`src/rtl/nite_pkg.sv`:
```
// Package for the NDN Interest TLV encoder: opcodes, status codes, TLV types, varnum helpers.
// No dependencies.
package nite_pkg;
    typedef enum logic [1:0] {
        OP_PUSH = 2'd0,
        OP_FINISH = 2'd1,
        OP_PULL = 2'd2,
        OP_NONE = 2'd3
    } t_opcode;

    localparam logic [1:0] ST_OK = 2'd0;
    localparam logic [1:0] ST_NAME_FULL = 2'd1;
    localparam logic [1:0] ST_TABLE_FULL = 2'd2;
    localparam logic [1:0] ST_BAD = 2'd3;

    localparam logic [7:0] SEPARATOR = 8'h2f;
    localparam logic [7:0] TYPE_INTEREST = 8'h05;
    localparam logic [7:0] TYPE_NAME = 8'h07;
    localparam logic [7:0] TYPE_COMPONENT = 8'h08;
    localparam logic [7:0] TYPE_NONCE = 8'h0a;
    localparam logic [7:0] NONCE_LEN = 8'h04;

    function automatic logic [2:0] varnum_size(input logic [31:0] v);
        if (v < 32'd253) return 3'd1;
        if (v <= 32'h0000ffff) return 3'd3;
        return 3'd5;
    endfunction

    function automatic logic [7:0] varnum_byte(input logic [31:0] v, input logic [2:0] idx);
        logic [2:0] s;
        s = varnum_size(v);
        if (s == 3'd1) return v[7:0];
        if (idx == 3'd0) return (s == 3'd3) ? 8'd253 : 8'd254;
        if (s == 3'd3) return (idx == 3'd1) ? v[15:8] : v[7:0];
        unique case (idx)
            3'd1: return v[31:24];
            3'd2: return v[23:16];
            3'd3: return v[15:8];
            default: return v[7:0];
        endcase
    endfunction
endpackage

```
`src/rtl/ndn_interest_tlv_encoder_core.sv`:
```
// NDN Interest encoder top level: loader, emitter sequencer, two stores.
// Depends on nite_pkg and nite_mem.
//
// Usage: each input word carries an opcode. Push adds a name character
// ('/' closes a component), finish closes the name and latches the nonce,
// pull returns the next packet byte. Every accepted word yields exactly one
// output word with valid/byte/last/status.
// Timing: a push or finish result is registered at the accepting edge and
// offered the next cycle. A pull launches the store reads at the accepting
// edge; the read data is used in the following cycle, when the result is
// registered and then offered from the output register.
// The input is stalled while a word is in flight or its result waits, so no
// new word is taken before the previous result is delivered.
// Reset: all counters clear and the block returns to loading; store contents
// stay undefined until written.
// Output stall: the result is held in the output register and no new input
// word is taken until it is delivered.
module ndn_interest_tlv_encoder_core #(
    parameter int NAME_BYTES = 256,
    parameter int MAX_COMPONENTS = 64
) (
    input  logic       i_clk,
    input  logic       i_rst_n,
    input  logic       i_valid,
    output logic       o_stall,
    input  logic [1:0] i_opcode,
    input  logic [7:0] i_name_byte,
    input  logic [31:0] i_nonce,
    output logic       o_valid,
    input  logic       i_stall,
    output logic       o_out_valid,
    output logic [7:0] o_out_byte,
    output logic       o_out_last,
    output logic [1:0] o_status
);
    import nite_pkg::*;

    localparam int NW = $clog2(NAME_BYTES);
    localparam int CW = $clog2(MAX_COMPONENTS);
    localparam int NCW = $clog2(NAME_BYTES + 1);
    localparam int KCW = $clog2(MAX_COMPONENTS + 1);

    typedef enum logic [3:0] {
        PH_LOAD, PH_OUTER_TYPE, PH_OUTER_LEN, PH_NAME_TYPE, PH_NAME_LEN,
        PH_COMP_TYPE, PH_COMP_LEN, PH_COMP_DATA, PH_NONCE_TYPE, PH_NONCE_LEN,
        PH_NONCE_DATA
    } t_phase;

    t_phase        r_phase;
    logic [NCW-1:0] r_name_count;
    logic [KCW-1:0] r_comp_count;
    logic [NCW-1:0] r_cur_len;
    logic [31:0]   r_sum;
    logic [31:0]   r_nonce;
    logic [15:0]   r_pos;
    logic [KCW-1:0] r_emit_comp;
    logic [NCW-1:0] r_store_rd;
    logic          r_busy;
    logic          r_pull;
    logic          r_out_pend;

    logic [7:0]    w_name_rd;
    logic [NCW-1:0] w_len_rd;
    logic          w_accept;
    logic          w_name_we;
    logic          w_len_we;
    logic          w_sep;

    assign o_stall = r_busy | r_out_pend;
    assign w_accept = i_valid & ~o_stall;
    assign w_sep = (i_name_byte == SEPARATOR);
    assign w_name_we = w_accept && i_opcode == OP_PUSH && r_phase == PH_LOAD && !w_sep
        && r_name_count < NCW'(NAME_BYTES);
    assign w_len_we = w_accept && r_phase == PH_LOAD && r_comp_count < KCW'(MAX_COMPONENTS)
        && ((i_opcode == OP_PUSH && w_sep
             && 32'(r_comp_count) + 32'd1 < 32'(MAX_COMPONENTS))
            || i_opcode == OP_FINISH);

    nite_mem #(.DEPTH(NAME_BYTES), .WIDTH(8)) u_name (
        .i_clk(i_clk), .i_we(w_name_we), .i_waddr(r_name_count[NW-1:0]),
        .i_wdata(i_name_byte), .i_raddr(r_store_rd[NW-1:0]), .o_rdata(w_name_rd)
    );
    nite_mem #(.DEPTH(MAX_COMPONENTS), .WIDTH(NCW)) u_len (
        .i_clk(i_clk), .i_we(w_len_we), .i_waddr(r_comp_count[CW-1:0]),
        .i_wdata(r_cur_len), .i_raddr(r_emit_comp[CW-1:0]), .o_rdata(w_len_rd)
    );

    logic [31:0] w_total;
    logic [31:0] w_clen;
    logic [31:0] w_add;
    assign w_total = 32'd7 + 32'(varnum_size(r_sum)) + r_sum;
    assign w_clen = (r_emit_comp < KCW'(MAX_COMPONENTS)) ? 32'(w_len_rd) : 32'd0;
    assign w_add = 32'd1 + 32'(varnum_size(32'(r_cur_len))) + 32'(r_cur_len);

    always_ff @(posedge i_clk) begin
        if (!i_rst_n) begin
            r_phase <= PH_LOAD;
            r_name_count <= '0;
            r_comp_count <= '0;
            r_cur_len <= '0;
            r_sum <= '0;
            r_nonce <= '0;
            r_pos <= '0;
            r_emit_comp <= '0;
            r_store_rd <= '0;
            r_busy <= 1'b0;
            r_pull <= 1'b0;
            r_out_pend <= 1'b0;
            o_out_valid <= 1'b0;
            o_out_byte <= '0;
            o_out_last <= 1'b0;
            o_status <= ST_OK;
        end else begin
            if (r_out_pend && !i_stall) begin
                r_out_pend <= 1'b0;
            end
            if (w_accept) begin
                o_out_valid <= 1'b0;
                o_out_byte <= '0;
                o_out_last <= 1'b0;
                o_status <= ST_OK;
                if (i_opcode == OP_PULL && r_phase != PH_LOAD) begin
                    r_busy <= 1'b1;
                    r_pull <= 1'b1;
                end else begin
                    r_out_pend <= 1'b1;
                    if (i_opcode == OP_PUSH && r_phase == PH_LOAD) begin
                        if (w_sep) begin
                            if (32'(r_comp_count) + 32'd1 < 32'(MAX_COMPONENTS)) begin
                                r_comp_count <= r_comp_count + 1'b1;
                                r_sum <= r_sum + w_add;
                                r_cur_len <= '0;
                            end else begin
                                o_status <= ST_TABLE_FULL;
                            end
                        end else if (r_name_count < NCW'(NAME_BYTES)) begin
                            r_name_count <= r_name_count + 1'b1;
                            r_cur_len <= r_cur_len + 1'b1;
                        end else begin
                            o_status <= ST_NAME_FULL;
                        end
                    end else if (i_opcode == OP_FINISH && r_phase == PH_LOAD) begin
                        r_comp_count <= r_comp_count + 1'b1;
                        r_sum <= r_sum + w_add;
                        r_cur_len <= '0;
                        r_nonce <= i_nonce;
                        r_phase <= PH_OUTER_TYPE;
                        r_pos <= '0;
                        r_emit_comp <= '0;
                        r_store_rd <= '0;
                    end else begin
                        o_status <= ST_BAD;
                    end
                end
            end
            if (r_pull) begin
                r_pull <= 1'b0;
                r_busy <= 1'b0;
                r_out_pend <= 1'b1;
                o_out_valid <= 1'b1;
                unique case (r_phase)
                    PH_OUTER_TYPE: begin
                        o_out_byte <= TYPE_INTEREST;
                        r_phase <= PH_OUTER_LEN;
                        r_pos <= '0;
                    end
                    PH_OUTER_LEN: begin
                        o_out_byte <= varnum_byte(w_total, r_pos[2:0]);
                        r_pos <= r_pos + 1'b1;
                        if (r_pos + 16'd1 >= 16'(varnum_size(w_total))) begin
                            r_phase <= PH_NAME_TYPE;
                            r_pos <= '0;
                        end
                    end
                    PH_NAME_TYPE: begin
                        o_out_byte <= TYPE_NAME;
                        r_phase <= PH_NAME_LEN;
                        r_pos <= '0;
                    end
                    PH_NAME_LEN: begin
                        o_out_byte <= varnum_byte(r_sum, r_pos[2:0]);
                        r_pos <= r_pos + 1'b1;
                        if (r_pos + 16'd1 >= 16'(varnum_size(r_sum))) begin
                            r_pos <= '0;
                            r_emit_comp <= '0;
                            r_store_rd <= '0;
                            r_phase <= (r_comp_count != '0) ? PH_COMP_TYPE : PH_NONCE_TYPE;
                        end
                    end
                    PH_COMP_TYPE: begin
                        o_out_byte <= TYPE_COMPONENT;
                        r_phase <= PH_COMP_LEN;
                        r_pos <= '0;
                    end
                    PH_COMP_LEN: begin
                        o_out_byte <= varnum_byte(w_clen, r_pos[2:0]);
                        r_pos <= r_pos + 1'b1;
                        if (r_pos + 16'd1 >= 16'(varnum_size(w_clen))) begin
                            r_pos <= '0;
                            if (w_clen == 32'd0) begin
                                r_emit_comp <= r_emit_comp + 1'b1;
                                r_phase <= (r_emit_comp + 1'b1 < r_comp_count)
                                    ? PH_COMP_TYPE : PH_NONCE_TYPE;
                            end else begin
                                r_phase <= PH_COMP_DATA;
                            end
                        end
                    end
                    PH_COMP_DATA: begin
                        o_out_byte <= (r_store_rd < NCW'(NAME_BYTES)) ? w_name_rd : 8'd0;
                        r_store_rd <= r_store_rd + 1'b1;
                        r_pos <= r_pos + 1'b1;
                        if (32'(r_pos) + 32'd1 >= w_clen) begin
                            r_pos <= '0;
                            r_emit_comp <= r_emit_comp + 1'b1;
                            r_phase <= (r_emit_comp + 1'b1 < r_comp_count)
                                ? PH_COMP_TYPE : PH_NONCE_TYPE;
                        end
                    end
                    PH_NONCE_TYPE: begin
                        o_out_byte <= TYPE_NONCE;
                        r_phase <= PH_NONCE_LEN;
                    end
                    PH_NONCE_LEN: begin
                        o_out_byte <= NONCE_LEN;
                        r_phase <= PH_NONCE_DATA;
                        r_pos <= '0;
                    end
                    default: begin
                        unique case (r_pos[1:0])
                            2'd0: o_out_byte <= r_nonce[31:24];
                            2'd1: o_out_byte <= r_nonce[23:16];
                            2'd2: o_out_byte <= r_nonce[15:8];
                            default: o_out_byte <= r_nonce[7:0];
                        endcase
                        r_pos <= r_pos + 1'b1;
                        if (r_pos + 16'd1 >= 16'd4) begin
                            o_out_last <= 1'b1;
                            r_phase <= PH_LOAD;
                            r_pos <= '0;
                            r_emit_comp <= '0;
                            r_store_rd <= '0;
                            r_name_count <= '0;
                            r_comp_count <= '0;
                            r_cur_len <= '0;
                            r_sum <= '0;
                        end
                    end
                endcase
            end
        end
    end

    assign o_valid = r_out_pend;

    property p_no_accept_busy;
        @(posedge i_clk) disable iff (!i_rst_n) r_busy |-> !w_accept;
    endproperty
    a_no_accept_busy: assert property (p_no_accept_busy) else $error("accept while busy");

    property p_pull_result;
        @(posedge i_clk) disable iff (!i_rst_n) r_pull |=> (r_out_pend && o_out_valid);
    endproperty
    a_pull_result: assert property (p_pull_result) else $error("pull lost result");

    property p_last_load;
        @(posedge i_clk) disable iff (!i_rst_n)
            (r_out_pend && o_out_last) |-> r_phase == PH_LOAD;
    endproperty
    a_last_load: assert property (p_last_load) else $error("last without reload");
endmodule

```
`src/rtl/nite_mem.sv`:
```
// Synchronous single-port-write, single-read memory with registered read data.
// Depends on nothing.
module nite_mem #(
    parameter int DEPTH = 256,
    parameter int WIDTH = 8
) (
    input  logic                     i_clk,
    input  logic                     i_we,
    input  logic [$clog2(DEPTH)-1:0] i_waddr,
    input  logic [WIDTH-1:0]         i_wdata,
    input  logic [$clog2(DEPTH)-1:0] i_raddr,
    output logic [WIDTH-1:0]         o_rdata
);
    logic [WIDTH-1:0] r_mem [DEPTH];

    always_ff @(posedge i_clk) begin
        if (i_we) begin
            r_mem[i_waddr] <= i_wdata;
        end
        o_rdata <= r_mem[i_raddr];
    end
endmodule

```
`config.mk`:
```
export PLATFORM = sky130hd
export DESIGN_NAME = ndn_interest_tlv_encoder_core
export DESIGN_NICKNAME = d
export VERILOG_FILES = /design/src/rtl/nite_pkg.sv /design/src/rtl/ndn_interest_tlv_encoder_core.sv /design/src/rtl/nite_mem.sv
export SDC_FILE = /design/constraint.sdc
export NUM_CORES = 2
export LEC_CHECK = 0
export BUFFER_PORTS_ARGS = -buffer_cell sky130_fd_sc_hd__buf_2
export CAP_MARGIN = 20
export CORE_MARGIN = 1.5
export CORE_UTILIZATION = 35
export DETAILED_ROUTE_END_ITERATION = 8
export MAX_ROUTING_LAYER = met4
export SLEW_MARGIN = 20
export SYNTH_ARGS = -nofsm -noshare
export SYNTH_HDL_FRONTEND = slang
export SYNTH_HIERARCHICAL = 1
export SYNTH_SLANG_ARGS = --single-unit
```
`constraint.sdc`:
```
create_clock -name i_clk -period 15.85 [get_ports i_clk]
set_input_delay 0.7925 -clock i_clk [delete_from_list [all_inputs] [get_ports i_clk]]
set_output_delay 0.7925 -clock i_clk [all_outputs]
set_load 0.02 [all_outputs]
```
==> flow_summary.ini <==
[detailed_routing]
first_pass_iters = 7
ant_nets = 0
drc = 0
vias = 60700
wl_per_cell_um = 27.3
avgViaCountPerCell = 5.63
wirelength_um = 294000
first_iter_violations = 7371

[logic_synthesis]
yosysSeqAreaShare_pct = 72.8
ys_ff_latch = 2781
ys.flop_type = edfxtp_1
yosys_warnings = 6
synth_edf_count = 2624
avgSynthCellArea_um2 = 18.1
syn_area_um2 = 113000
synth_nets = 6299
synth.distinct_cells = 111
synthCells = 6202
async_flop_share_pct = 0

[clock_network]
cts_buffers = 297
clk_pin_slew_ns = 0.06
clock_latency_ns = 0.87
post-cts-setup-buffers = 0
cts_tree = yes
cts_root_buf = clkbuf_16
cts_hold_buf = 0
cts_max_path_buffers = 4
cts_sinks = 2781
htreeDepth = 5
ctsResizeCount = 0

[floorplanning]
die_height_um = 570
ioPinCount = 60
core_area_um2 = 319000
dieArea_um2 = 325000
row_count = 207
fp.dieW_um = 570
start_util_pct = 35.3

[finish]
nets = 6384
fin_area_um2 = 126000
multiInputGateArea_um2 = 28400
fillers = 28400
area_growth_pct = 12.3
drive_gt1_share_pct = 19.4
layout.cells.most_common_list = 2624 x edfxtp_1, 587 x mux4_2, 494 x nor2_1, 305 x clkbuf_16, 235 x a21oi_1
regArea_um2 = 82000
mostFrequentLayoutCell = edfxtp_1
fin_cells = 10800

[grt]
grt_pass1_wl_um = 426000
first_global_vias = 59900
grt_overflow = 0
antenna_found_initial = 13
grt.total_usage_pct = 18.3
grt_max_degree = 152

[critical_path]
cpPeakStageDelay_ns = 0.58
arrival_ns = 7.80
cp.required_ns = 16.63
endpoint_kind = flop
path_max_fanout = 14
path_delay_family = simple AND/OR/NAND/NOR gates
critPathSlowestCell = nand4_1
start_kind = flop
crit_type = flop to flop
r2r_cells = 21
worstPathCellList = nor4_1 > nand4_1 > nor2_1 > ha_1 > inv_1 > fa_1 > nand2b_1 > nand4_1 > o31a_1 > nor4_1 > o2111ai_1 > or2_2 > inv_2 > ha_1 > and2b_2 > o2111a_1 > a311o_1 > or3_1 > o211a_2 > nand2b_4 > o21ai_2
cp_num_cells = 21
crit_buf_inv = 2

[sta]
setup_violations = 0
drv_slew = 0
clock-skew-final_ns = 0.102
rsz0062_at_grt = false
clock.fmax_ghz = 0.142
slew_headroom_pct = 16.6
fin_tns_setup_ns = 0
fin_crit_sh_pct = 44.3
final.min_clock_period_ns = 7.02
fin_ws_ns = 8.83
tightest_slew_ns = 1.24
final_hold_viol_count = 0

[worst_hold_path]
hold_path.class = primary input to flop
holdPathStages = 3

[place]
place_ws_ns = 9.01
dp_hpwl_um = 182000
place_area_um2 = 117000
place.gp.congestion = 0.912
placed_cells = 10300
portBuffers = 59

[power]
vdd_drop_max_uv = 81.3
p_clk_share_pct = 44.8
p_leak_nw = 37.4
p_switching_mw = 2.97
p_comb_share_pct = 1.4
p_sw_share_pct = 19.9
total_power_mw = 14.9
power_frac_seq_pct = 53.8
p_int_mw = 11.9
power_density_nw_per_um2 = 118

[flow_run]
drv_cap = 0

[outcome]
status = completed
[cell usage after synthesis (50+ instances only)]
master    instances  share of area [%]
nor3_1           72               0.32
edfxtp_1       2624                 70
nor2b_1          51               0.28
nand3_1          95               0.42
mux2i_1         154                1.4
o21ai_0          83               0.37
a21oi_1         236                1.0
clkbuf_1        219               0.73
nand2_1         234               0.78
nand4_1          50               0.28
mux4_2          587                 12
dfxtp_1         157                2.8
nor2_1          501                1.7
o22ai_1          51               0.28
o221ai_1         59               0.46
buf_2            51               0.23
a22oi_1         146               0.97
[final timing paths]
| kind | startpoint | end | slack (ns) |
|---|---|---|---|
| worst min register to register | r_nonce[16]$_SDFFE_PN0P_ | r_nonce[16]$_SDFFE_PN0P_ | 0.46 |
| worst min-delay path | i_nonce[28] | r_nonce[28]$_SDFFE_PN0P_ | 0.18 |
| worst max register to register | r_sum[29]$_SDFF_PN0_ | r_pos[2]$_SDFF_PN0_ | 8.83 |
| worst max-delay path | r_sum[29]$_SDFF_PN0_ | r_pos[2]$_SDFF_PN0_ | 8.83 |
[power by group through the flow]
stage                     sequential (mW)  combinational (mW)  clock [mW]
after detailed placement             8.18               0.202           0
after floorplan                      8.17              0.0561           0
final                                8.02               0.201        6.67
after CTS                            8.02               0.202        6.80
after global placement               8.17               0.195           0
after global routing                 8.02               0.216        7.08
[layer usage]
layer / global-route usage, % / part of all wire (%)
met2: 28.0 / 47
met4: 4.38 / 2.3
met1: 25.3 / 43
met3: 3.24 / 8.3
met5: - / 0
[kinds of logic after synthesis]
family | Yosys count | synth area share, %
flip-flops | 2781 | 72.8
adder cells (fa/ha/maj) | 51 | 0.581
XOR/XNOR | 72 | 0.561
multiplexers | 754 | 13.3
AO/OA/AOI/OAI | 879 | 5.42
AND/OR/NAND/NOR | 1234 | 5.20
buffers and inverters | 431 | 2.06
[stage by stage]
stage                     utilization, %  hold slack, ns
after floorplan                        -           0.433
after global placement              36.7           0.440
after detailed placement            36.7           0.449
after CTS                           39.6           0.129
after global routing                39.6           0.155
final                               39.6           0.185
[registers in the layout (all words and copies together), names as in the netlist]
signal          flops
r_pos              16
r_name_count        9
u_len/o_rdata       9
r_comp_count        7
r_phase             4
o_out_valid         1
o_status            2
u_name/r_mem     2048
o_out_last          1
o_out_byte          8
r_emit_comp         7
r_cur_len           9
r_store_rd          9
r_pull              1
r_nonce            32
u_len/r_mem       576
r_sum              32
u_name/o_rdata      8
r_busy              1
o_valid             1
[worst min-delay path, stage by stage]
cell and delay, ns:
buf_2 0.10, nand2_1 0.04, a21oi_1 0.05
[final cells by class]
cell class	instances	share of cell area [%]
sequential	2781	64.9
multi-input combinational	2990	22.4
clock buffer	375	6.30
tap	4284	4.24
clock inverter	136	1.00
timing repair buffer	168	0.994
inverter	49	0.146
antenna	5	0.00990
Note: power is estimated with default switching activity, not from simulation.
